File: config.mk
export PLATFORM = sky130hd
export DESIGN_NAME = frame_ring_slot_manager
export DESIGN_NICKNAME = d
export VERILOG_FILES = /design/src/design/frsm_pkg.sv /design/src/design/frame_ring_slot_manager.sv /design/src/design/frsm_ctrl.sv /design/src/design/frsm_datapath.sv
export SDC_FILE = /design/constraint.sdc
export NUM_CORES = 1
export LEC_CHECK = 0
export BUFFER_PORTS_ARGS = -buffer_cell sky130_fd_sc_hd__buf_2
export CORE_MARGIN = 1.5
export CORE_UTILIZATION = 30
export CTS_CLUSTER_DIAMETER = 150
export DETAILED_ROUTE_END_ITERATION = 10
export HOLD_SLACK_MARGIN = 0.15
export SYNTH_ARGS = -nofsm -noshare
export SYNTH_HDL_FRONTEND = slang
export SYNTH_SLANG_ARGS = --single-unit
File: constraint.sdc
create_clock -name aclk -period 2 [get_ports aclk]
set_clock_uncertainty 0.2 [all_clocks]
set_input_delay 0.2 -clock aclk [delete_from_list [all_inputs] [get_ports aclk]]
set_output_delay 0.2 -clock aclk [all_outputs]
set_load 0.03 [all_outputs]
File: src/design/frsm_pkg.sv
package frsm_pkg;

    // operation codes carried in the opcode field
    localparam logic [1:0] OP_ACQUIRE = 2'd0;
    localparam logic [1:0] OP_PUSH    = 2'd1;
    localparam logic [1:0] OP_READ    = 2'd2;

    // orientation codes of the result word
    localparam logic [1:0] ORIENT_NONE    = 2'd0;
    localparam logic [1:0] ORIENT_ORIGIN  = 2'd1;
    localparam logic [1:0] ORIENT_ROTATED = 2'd2;

    // configuration register indexes
    localparam logic CFG_NATIVE_HEIGHT = 1'b0;
    localparam logic CFG_NATIVE_WIDTH  = 1'b1;

    localparam int DIM_W      = 13;
    localparam int IN_DATA_W  = 32;
    localparam int OUT_DATA_W = 8;

    typedef struct packed {
        logic latch_in;
        logic do_acquire;
        logic do_push;
        logic do_fail;
        logic scan_start;
        logic scan_step;
        logic load_out;
    } cmd_t;

    typedef struct packed {
        logic [1:0] opcode;
        logic       none_filled;
        logic       scan_hit;
        logic       out_free;
    } sts_t;

endpackage

File: src/design/frame_ring_slot_manager.sv
// channel   dir  fields (low bit up)                                  handshake
// s_        in   opcode[1:0] frame_height[14:2] frame_width[27:15]    s_tvalid/s_tready
// m_        out  slot_index[1:0] orientation[3:2] ok[4] count[7:5]    m_tvalid/m_tready
// cfg_      in   cfg_index 0 native_height, 1 native_width           cfg_valid/cfg_ready
//
// acquire, push, opcode three and a read of an empty ring go from accept through the
// execute and response states to the result; any other read also passes the scan state,
// stepping from the read pointer to the next filled slot; words are taken only in idle.
// aresetn is synchronous: slots empty, pointers, count, native sizes and output valid zero.
// a stalled result keeps the following word waiting in the response state;
// one finished result sits in the output register while the next word is being worked on.
module frame_ring_slot_manager #(
    parameter int SLOT_COUNT = 4
) (
    input  logic                                aclk,
    input  logic                                aresetn,
    input  logic                                s_tvalid,
    output logic                                s_tready,
    // opcode, frame_height, frame_width, zero pad
    input  logic [frsm_pkg::IN_DATA_W-1:0]      s_tdata,
    output logic                                m_tvalid,
    input  logic                                m_tready,
    // slot_index, orientation, ok, filled_count
    output logic [frsm_pkg::OUT_DATA_W-1:0]     m_tdata,
    input  logic                                cfg_valid,
    output logic                                cfg_ready,
    input  logic                                cfg_index,
    input  logic [frsm_pkg::DIM_W-1:0]          cfg_data
);

    frsm_pkg::cmd_t cmd;
    frsm_pkg::sts_t sts;

    assign cfg_ready = 1'b1;

    frsm_ctrl u_ctrl (
        .aclk     (aclk),
        .aresetn  (aresetn),
        .s_tvalid (s_tvalid),
        .s_tready (s_tready),
        .sts      (sts),
        .cmd      (cmd)
    );

    frsm_datapath #(
        .SLOT_COUNT (SLOT_COUNT)
    ) u_datapath (
        .aclk      (aclk),
        .aresetn   (aresetn),
        .s_tdata   (s_tdata),
        .cfg_valid (cfg_valid),
        .cfg_index (cfg_index),
        .cfg_data  (cfg_data),
        .m_tready  (m_tready),
        .m_tvalid  (m_tvalid),
        .m_tdata   (m_tdata),
        .cmd       (cmd),
        .sts       (sts)
    );

endmodule

File: src/design/frsm_ctrl.sv
module frsm_ctrl (
    input  logic           aclk,
    input  logic           aresetn,
    input  logic           s_tvalid,
    output logic           s_tready,
    input  frsm_pkg::sts_t sts,
    output frsm_pkg::cmd_t cmd
);

    typedef enum logic [1:0] {
        ST_IDLE,
        ST_EXEC,
        ST_SCAN,
        ST_RESP
    } state_t;

    state_t state_reg;
    state_t state_next;

    always_comb begin
        state_next = state_reg;
        cmd        = '0;
        unique case (state_reg)
            ST_IDLE: begin
                if (s_tvalid) begin
                    cmd.latch_in = 1'b1;
                    state_next   = ST_EXEC;
                end
            end
            ST_EXEC: begin
                state_next = ST_RESP;
                unique case (sts.opcode)
                    frsm_pkg::OP_ACQUIRE: cmd.do_acquire = 1'b1;
                    frsm_pkg::OP_PUSH:    cmd.do_push    = 1'b1;
                    frsm_pkg::OP_READ: begin
                        if (sts.none_filled) begin
                            cmd.do_fail = 1'b1;
                        end else begin
                            cmd.scan_start = 1'b1;
                            state_next     = ST_SCAN;
                        end
                    end
                    default: cmd.do_fail = 1'b1;
                endcase
            end
            ST_SCAN: begin
                // a filled slot is always found since the count was non-zero
                cmd.scan_step = 1'b1;
                if (sts.scan_hit) begin
                    state_next = ST_RESP;
                end
            end
            ST_RESP: begin
                if (sts.out_free) begin
                    cmd.load_out = 1'b1;
                    state_next   = ST_IDLE;
                end
            end
            default: state_next = ST_IDLE;
        endcase
    end

    always_ff @(posedge aclk) begin
        if (!aresetn) begin
            state_reg <= ST_IDLE;
        end else begin
            state_reg <= state_next;
        end
    end

    assign s_tready = (state_reg == ST_IDLE);

endmodule

File: src/design/frsm_datapath.sv
module frsm_datapath #(
    parameter int SLOT_COUNT = 4
) (
    input  logic                                aclk,
    input  logic                                aresetn,
    input  logic [frsm_pkg::IN_DATA_W-1:0]      s_tdata,
    input  logic                                cfg_valid,
    input  logic                                cfg_index,
    input  logic [frsm_pkg::DIM_W-1:0]          cfg_data,
    input  logic                                m_tready,
    output logic                                m_tvalid,
    output logic [frsm_pkg::OUT_DATA_W-1:0]     m_tdata,
    input  frsm_pkg::cmd_t                      cmd,
    output frsm_pkg::sts_t                      sts
);

    localparam int IDX_W = $clog2(SLOT_COUNT);
    localparam int CNT_W = $clog2(SLOT_COUNT + 1);
    localparam logic [IDX_W-1:0] LAST_SLOT = IDX_W'(SLOT_COUNT - 1);

    function automatic logic [IDX_W-1:0] next_slot(input logic [IDX_W-1:0] s);
        logic [IDX_W-1:0] n;
        n = (s == LAST_SLOT) ? '0 : s + 1'b1;
        return n;
    endfunction

    logic [1:0]                  op_reg;
    logic [frsm_pkg::DIM_W-1:0]  height_reg;
    logic [frsm_pkg::DIM_W-1:0]  width_reg;
    logic [frsm_pkg::DIM_W-1:0]  native_h_reg;
    logic [frsm_pkg::DIM_W-1:0]  native_w_reg;
    logic [SLOT_COUNT-1:0]       filled_reg;
    logic [SLOT_COUNT-1:0]       rot_reg;
    logic [IDX_W-1:0]            wr_ptr_reg;
    logic [IDX_W-1:0]            rd_ptr_reg;
    logic [IDX_W-1:0]            scan_ptr_reg;
    logic [CNT_W-1:0]            count_reg;
    logic [IDX_W-1:0]            res_slot_reg;
    logic [1:0]                  res_orient_reg;
    logic                        res_ok_reg;
    logic                        out_valid_reg;
    logic [frsm_pkg::OUT_DATA_W-1:0] out_data_reg;

    logic             size_match;
    logic             scan_hit;
    logic [IDX_W-1:0] acq_slot;

    assign size_match = (height_reg == native_h_reg) && (width_reg == native_w_reg);
    assign scan_hit   = filled_reg[scan_ptr_reg];
    // acquire steps past the slot the consumer holds
    assign acq_slot   = (wr_ptr_reg == rd_ptr_reg) ? next_slot(wr_ptr_reg) : wr_ptr_reg;

    // configuration registers
    always_ff @(posedge aclk) begin
        if (!aresetn) begin
            native_h_reg <= '0;
            native_w_reg <= '0;
        end else if (cfg_valid) begin
            if (cfg_index == frsm_pkg::CFG_NATIVE_HEIGHT) begin
                native_h_reg <= cfg_data;
            end else begin
                native_w_reg <= cfg_data;
            end
        end
    end

    // latched input word
    always_ff @(posedge aclk) begin
        if (cmd.latch_in) begin
            op_reg     <= s_tdata[1:0];
            height_reg <= s_tdata[14:2];
            width_reg  <= s_tdata[27:15];
        end
    end

    // ring state
    always_ff @(posedge aclk) begin
        if (!aresetn) begin
            filled_reg   <= '0;
            rot_reg      <= '0;
            wr_ptr_reg   <= '0;
            rd_ptr_reg   <= '0;
            scan_ptr_reg <= '0;
            count_reg    <= '0;
        end else begin
            if (cmd.do_acquire) begin
                wr_ptr_reg <= acq_slot;
            end
            if (cmd.do_push) begin
                filled_reg[wr_ptr_reg] <= 1'b1;
                rot_reg[wr_ptr_reg]    <= !size_match;
                if (!filled_reg[wr_ptr_reg]) begin
                    count_reg <= count_reg + 1'b1;
                end
                wr_ptr_reg <= next_slot(wr_ptr_reg);
            end
            if (cmd.scan_start) begin
                scan_ptr_reg <= next_slot(rd_ptr_reg);
            end
            if (cmd.scan_step) begin
                if (scan_hit) begin
                    filled_reg[scan_ptr_reg] <= 1'b0;
                    rd_ptr_reg               <= scan_ptr_reg;
                    count_reg                <= count_reg - 1'b1;
                end else begin
                    scan_ptr_reg <= next_slot(scan_ptr_reg);
                end
            end
        end
    end

    // result fields of the current operation
    always_ff @(posedge aclk) begin
        if (cmd.do_acquire) begin
            res_slot_reg   <= acq_slot;
            res_orient_reg <= frsm_pkg::ORIENT_NONE;
            res_ok_reg     <= 1'b1;
        end else if (cmd.do_push) begin
            res_slot_reg   <= '0;
            res_orient_reg <= frsm_pkg::ORIENT_NONE;
            res_ok_reg     <= 1'b1;
        end else if (cmd.do_fail) begin
            res_slot_reg   <= '0;
            res_orient_reg <= frsm_pkg::ORIENT_NONE;
            res_ok_reg     <= 1'b0;
        end else if (cmd.scan_step && scan_hit) begin
            res_slot_reg   <= scan_ptr_reg;
            res_orient_reg <= rot_reg[scan_ptr_reg] ? frsm_pkg::ORIENT_ROTATED
                                                    : frsm_pkg::ORIENT_ORIGIN;
            res_ok_reg     <= 1'b1;
        end
    end

    // output register
    always_ff @(posedge aclk) begin
        if (!aresetn) begin
            out_valid_reg <= 1'b0;
        end else if (cmd.load_out) begin
            out_valid_reg <= 1'b1;
        end else if (m_tready) begin
            out_valid_reg <= 1'b0;
        end
    end

    always_ff @(posedge aclk) begin
        if (cmd.load_out) begin
            out_data_reg <= {3'(count_reg), res_ok_reg, res_orient_reg, 2'(res_slot_reg)};
        end
    end

    assign m_tvalid = out_valid_reg;
    assign m_tdata  = out_data_reg;

    assign sts.opcode      = op_reg;
    assign sts.none_filled = (count_reg == '0);
    assign sts.scan_hit    = scan_hit;
    assign sts.out_free    = !out_valid_reg || m_tready;

    a_count_matches: assert property (@(posedge aclk) disable iff (!aresetn)
        count_reg == CNT_W'($countones(filled_reg)))
        else $error("filled count out of step with slot flags");

    a_scan_nonempty: assert property (@(posedge aclk) disable iff (!aresetn)
        cmd.scan_start |-> count_reg != '0)
        else $error("scan started on an empty ring");

    a_hit_decrements: assert property (@(posedge aclk) disable iff (!aresetn)
        cmd.scan_step && scan_hit |=> count_reg == $past(count_reg) - 1'b1)
        else $error("read hit did not drop the filled count");

    a_ptrs_in_range: assert property (@(posedge aclk) disable iff (!aresetn)
        (wr_ptr_reg <= LAST_SLOT) && (rd_ptr_reg <= LAST_SLOT) && (scan_ptr_reg <= LAST_SLOT))
        else $error("slot pointer beyond the ring");

endmodule

-- After elaboration in Yosys (flattened, before gate mapping)
Cells that the tools add are included.
- muxes and demuxes: 55
- bitwise gates (word level): 4
- shift-type cells: 0
- add/sub/neg operators: 5
- div/mod/pow operators: 0
- reductions and logical operators: 21
- multipliers: 0
- eq/ne operators: 14
- order comparisons: 4
- operators with widths (operator ; count):
    $mux 2 ; 18
    $eq 13x13->1 ; 2
    $mux 1 ; 20
    $mux 4 ; 5
    $eq 2x2->1 const B ; 6
    $mux 3 ; 4
    $pmux 2 s4 ; 1
    $add 2x1->2 const B ; 3
    $bmux 1 s2 ; 3
    $lt 2x3->1 const B ; 2
    $reduce_and 2->1 ; 3
    $reduce_bool 2->1 ; 3
    $and 4x4->4 ; 1
    $bwmux 4 ; 1
    $demux 1 s2 ; 2
    $eq 2x1->1 const B ; 2
    $ge 2x1->1 const B ; 2
    $logic_and 1x1->1 ; 4
    $logic_not 2->1 ; 2
    $ne 2x2->1 const B ; 2
    $not 4->4 ; 1
    $or 4x4->4 ; 1
    $reduce_bool 4->1 ; 1
    $reduce_or 2->1 ; 2
    other kinds (11) ; 12
- bits in latches: 0
- memories kept: 0
- flip-flop bits (word level): 87
- memory bits (writable): 0
- ROM bits: 0
- input bits: 51

-- Depth between registers and ports, before layout
- depth after elaboration: 10
- depth in mapped cells: 7

-- Cells and area by module
From an unflattened synthesis, not the netlist that was laid out.
- cell total of the unflattened synthesis: 355
- area, all modules: 3828.7 um2
- modules (own cells, without submodules) (module ; sequential area each (um2) ; area an instance (um2) ; cells an instance ; instances):
    frsm_datapath ; 2082.0 ; 3594.7 ; 327 ; 1
    frsm_ctrl ; 40.0 ; 222.7 ; 26 ; 1
    frame_ring_slot_manager ; 0.0 ; 11.3 ; 2 ; 1

-- Least setup slack after synthesis
OpenSTA, ideal clock, no wires.
- path kind: reg-to-reg
- from: register u_ctrl.state_reg[0]
- to: register u_datapath.height_reg[0] (netlist bit) (enable)
- setup time: 0.387 ns
- clock period less this slack: 2.162 ns
- buffers on the path: 0
- cell stages (with the launch flop): 4
- data required time: 1.413 ns
- arrival time: 1.575 ns
- slack: -0.162 ns
- cells stage by stage: dfxtp_1 > inv_1 > ha_1 > and2_1
- RTL lines (item ; RTL line ; text):
    start: declaration ; frsm_ctrl.sv:17 ; state_t state_reg;
    start signal: assignment ; frsm_ctrl.sv:67 ; state_reg <= state_next;
    end signal: assignment ; frsm_datapath.sv:71 ; height_reg <= s_tdata[14:2];
    end: declaration ; frsm_datapath.sv:28 ; logic [frsm_pkg::DIM_W-1:0] height_reg;

-- Worst setup path after layout
- from: input port cfg_index
- to: register u_datapath.native_h_reg[9] (netlist bit)
- cells in the longest elaborated chain, start to end: 2
- RTL lines (item ; RTL line ; text):
    start: declaration ; frame_ring_slot_manager.sv:27 ; input logic cfg_index,
    $not 1->1 (no source line) ; n/a ;
    $reduce_and 2->1 (no source line) ; n/a ;
    end signal: assignment ; frsm_datapath.sv:60 ; native_h_reg <= cfg_data;
    end: declaration ; frsm_datapath.sv:30 ; logic [frsm_pkg::DIM_W-1:0] native_h_reg;
No other way between the ends.
A chain may end at the register's enable or synchronous reset.

==> impl_metrics.py <==
metrics = {
    "timing": {
        "rsz0062_at_grt": "false",
        "slew_headroom": 0.614,
        "slew_violations": 0,
        "setup_viol": 0,
        "hold_viol": 0,
        "fmax_ghz": 0.543,
        "min_period_ps": 1840,
        "fin_crit_sh": 0.920,
        "tns_ps": 0,
        "worst_pin_slew_ps": 579,
    },
    "clock_network": {
        "cts_num_sinks": 87,
        "clock_latency_ps": 340,
        "htreeDepth": 3,
        "cts_buffers": 9,
        "clk_path_buf_depth": 2,
        "cts_tree": "yes",
        "clk_pin_slew_ps": 60,
        "root_buffer": "clkbuf_16",
    },
    "worst_hold_path": {
        "worstHoldPathType": "flop to flop",
    },
    "power_and_ir_drop": {
        "power.density_mw_per_mm2": 1020,
        "pwr-share-comb": 0.228,
        "seq_power_share": 0.446,
        "switching_share": 0.290,
        "p_int_mw": 3.68,
        "ir_drop_uv": 619,
        "power.switching_mw": 1.50,
        "cellLeakagePower_nw": 1.91,
        "pwr-share-clk": 0.326,
    },
    "floorplan": {
        "die_y_um": 116,
        "dieArea_mm2": 0.0133,
        "initial_utilization": 0.312,
        "num_rows": 40,
        "coreArea_mm2": 0.0122,
        "io_pins": 62,
        "fp.dieW_um": 116,
    },
    "synth": {
        "synthCells": 354,
        "yosys_warnings": 0,
        "synth_edf_count": 38,
        "syn_area_mm2": 0.00380,
        "async_flop_share": 0,
        "yosysSeqAreaShare": 0.559,
        "synthFlopType": "dfxtp_1",
        "synth_area_leaders": "edfxtp_1 (30%), dfxtp_1 (26%), nand2_1 (6.5%)",
        "synth_seq_cells": 87,
        "avgSynthCellArea_um2": 10.7,
        "synthDistinctLibCells": 46,
        "syn_nets": 422,
        "yosys.area.top_type": "edfxtp_1",
        "synth_top_area_frac": 0.300,
    },
    "worst_setup_path": {
        "path_delay_family": "buffers and inverters",
        "start_kind": "input port",
        "crit_fanout": 13,
        "critPathMostFrequentCell": "dlygate4sd3_1",
        "critPathBufInv": 4,
        "crit_slowest_cell": "dlygate4sd3_1",
        "path_cells": "dlygate4sd3_1 > buf_2 > nor2b_1 > buf_4 > nand2_1 > dlygate4sd3_1 > a21oi_1",
        "cp.required_ps": 2080,
        "end_kind": "flop",
        "path_class": "input port to flop",
        "arrival_ps": 1920,
        "critPathMaxStageDelay_ps": 550,
    },
    "route": {
        "dr.pass1.iters": 4,
        "wl_per_cell_um": 12.8,
        "via_count": 2846,
        "first_iter_violations": 139,
        "drt-total-wl_mm": 8.15,
        "postRouteAntennaNets": 0,
        "viasPerCell": 4.47,
        "drc": 0,
    },
    "grt": {
        "groute.usage.overall": 0.130,
        "grt_util_met2": 0.234,
        "antenna_found_initial": 0,
        "overflow": 0,
        "top_usage_layer": "met2",
        "globalRouteMet1Util": 0.147,
        "grt_pass1_wl_mm": 13.2,
        "met3_usage": 0.0408,
        "grt_pass1_vias": 2838,
        "grt_max_degree": 32,
    },
    "cells_and_area": {
        "n_antenna_cell": 0,
        "fin_cells": 637,
        "drive_above_1_share": 0.188,
        "seqCellArea_mm2": 0.00212,
        "final_common_cell": "nand2_1",
        "final_cell_mix": "nand2_1 (66), buf_2 (56), dfxtp_1 (49)",
        "multi_input_area_mm2": 0.00157,
        "final_nets": 532,
        "area_growth_pct": 33.3,
        "fill_cells": 1165,
    },
    "place": {
        "dpl.cell_count": 574,
        "gp_congestion": 0.733,
        "place_hpwl_mm": 5.32,
        "place.port_buffers": 56,
    },
    "run": {
        "max-cap-violations": 0,
    },
    "outcome": {
        "status": "finished, final reports clean",
    },
}
==> worst register-to-register path, cell delays in order (launching register included) <==
cell     delay (ps)
dfxtp_1         350
mux4_2          550
and2_2          320
a211o_2         300
nand4_1          60
==> routing by layer <==
| layer | vias up | wire (um) |
|---|---|---|
| li1 | 1446 | - |
| met1 | 1315 | 3570 |
| met2 | 75 | 4040 |
| met3 | 10 | 421 |
| met4 | 0 | 116 |
| met5 | - | 0 |
==> Yosys cell counts, types with 2 or more instances <==
library cell and number:
nand3b_1 4, clkbuf_1 5, nand4_1 8, o21ai_0 16, xnor2_1 26, a211oi_1 2
nand3_1 2, xor2_1 2, buf_6 3, mux2i_1 5, ha_1 17, nor2_1 11
buf_1 3, inv_1 10, nor3_1 4, nor2b_1 5, nand2_1 66, edfxtp_1 38
a21oi_1 35, o31ai_1 2, nand2b_1 3, dfxtp_1 49, mux4_2 2, and2_1 7
nor3b_1 3, nand4b_1 2, a31oi_1 5
==> power groups by stage <==
stage / Clock (mW) / Sequential (mW) / Combinational, mW
3_3_place_gp: 0 / 2.34 / 1.09
6_report: 1.69 / 2.31 / 1.18
2_1_floorplan: 0 / 2.36 / 0.757
3_5_place_dp: 0 / 2.35 / 1.12
4_1_cts: 1.74 / 2.31 / 1.20
5_1_grt: 1.79 / 2.34 / 1.33
==> repair_timing <==
action / in CTS / in global routing
buffers inserted: 0 / 0
endpoints found under the hold margin: 70 / 0
resized for setup: 0 / 2
setup endpoints to repair: 0 / 3
hold buffers: 47 / 0
==> kinds of logic (layout without fill, tap and decap cells) <==
logic type | after synthesis | in the layout | synth area share
AO/OA/AOI/OAI | 70 | 70 | 0.106
XOR/XNOR | 28 | 28 | 0.0646
adder cells (fa/ha/maj) | 17 | 17 | 0.0560
buffers and inverters | 23 | 138 | 0.0296
flip-flops | 87 | 87 | 0.559
multiplexers | 8 | 8 | 0.0320
other | 1 | 1 | 0.000987
AND/OR/NAND/NOR | 120 | 120 | 0.153
==> stage by stage <==
| step | util | area (um2) | setup slack, ps | power (mW) | hold slack, ps |
|---|---|---|---|---|---|
| after floorplan | - | 3800 | 76.7 | 3.12 | 98.9 |
| after global placement | 0.353 | 4290 | 126 | 3.43 | 176 |
| after detailed placement | 0.353 | 4290 | 110 | 3.47 | 178 |
| after CTS | 0.416 | 5060 | 90.3 | 5.25 | 219 |
| after global routing | 0.416 | 5060 | 18.2 | 5.46 | 225 |
| final | 0.416 | 5060 | 160 | 5.18 | 218 |
==> worst paths after layout <==
kind / from / end / slack (ps) / cells past startpoint
hold / removal: u_datapath.res_slot_reg[1]$_DFFE_PP_ / u_datapath.m_tdata[1]$_DFFE_PP_ / 220 / 0
hold reg to reg: u_datapath.res_slot_reg[1]$_DFFE_PP_ / u_datapath.m_tdata[1]$_DFFE_PP_ / 220 / 0
setup / recovery: cfg_index / u_datapath.native_h_reg[9]$_SDFFE_PN0P_ / 160 / 7
setup reg to reg: u_datapath.scan_ptr_reg[0]$_SDFF_PN0_ / u_datapath.count_reg[2]$_SDFF_PN0_ / 170 / 4
==> final cells by class <==
type	instances	area share
Sequential cell	87	0.419
Multi-Input combinational cell	244	0.310
Timing Repair Buffer	111	0.163
Clock buffer	10	0.0452
Tap cell	168	0.0415
Clock inverter	6	0.0133
Inverter	11	0.00816
Note: power is estimated with default switching activity, not from simulation.
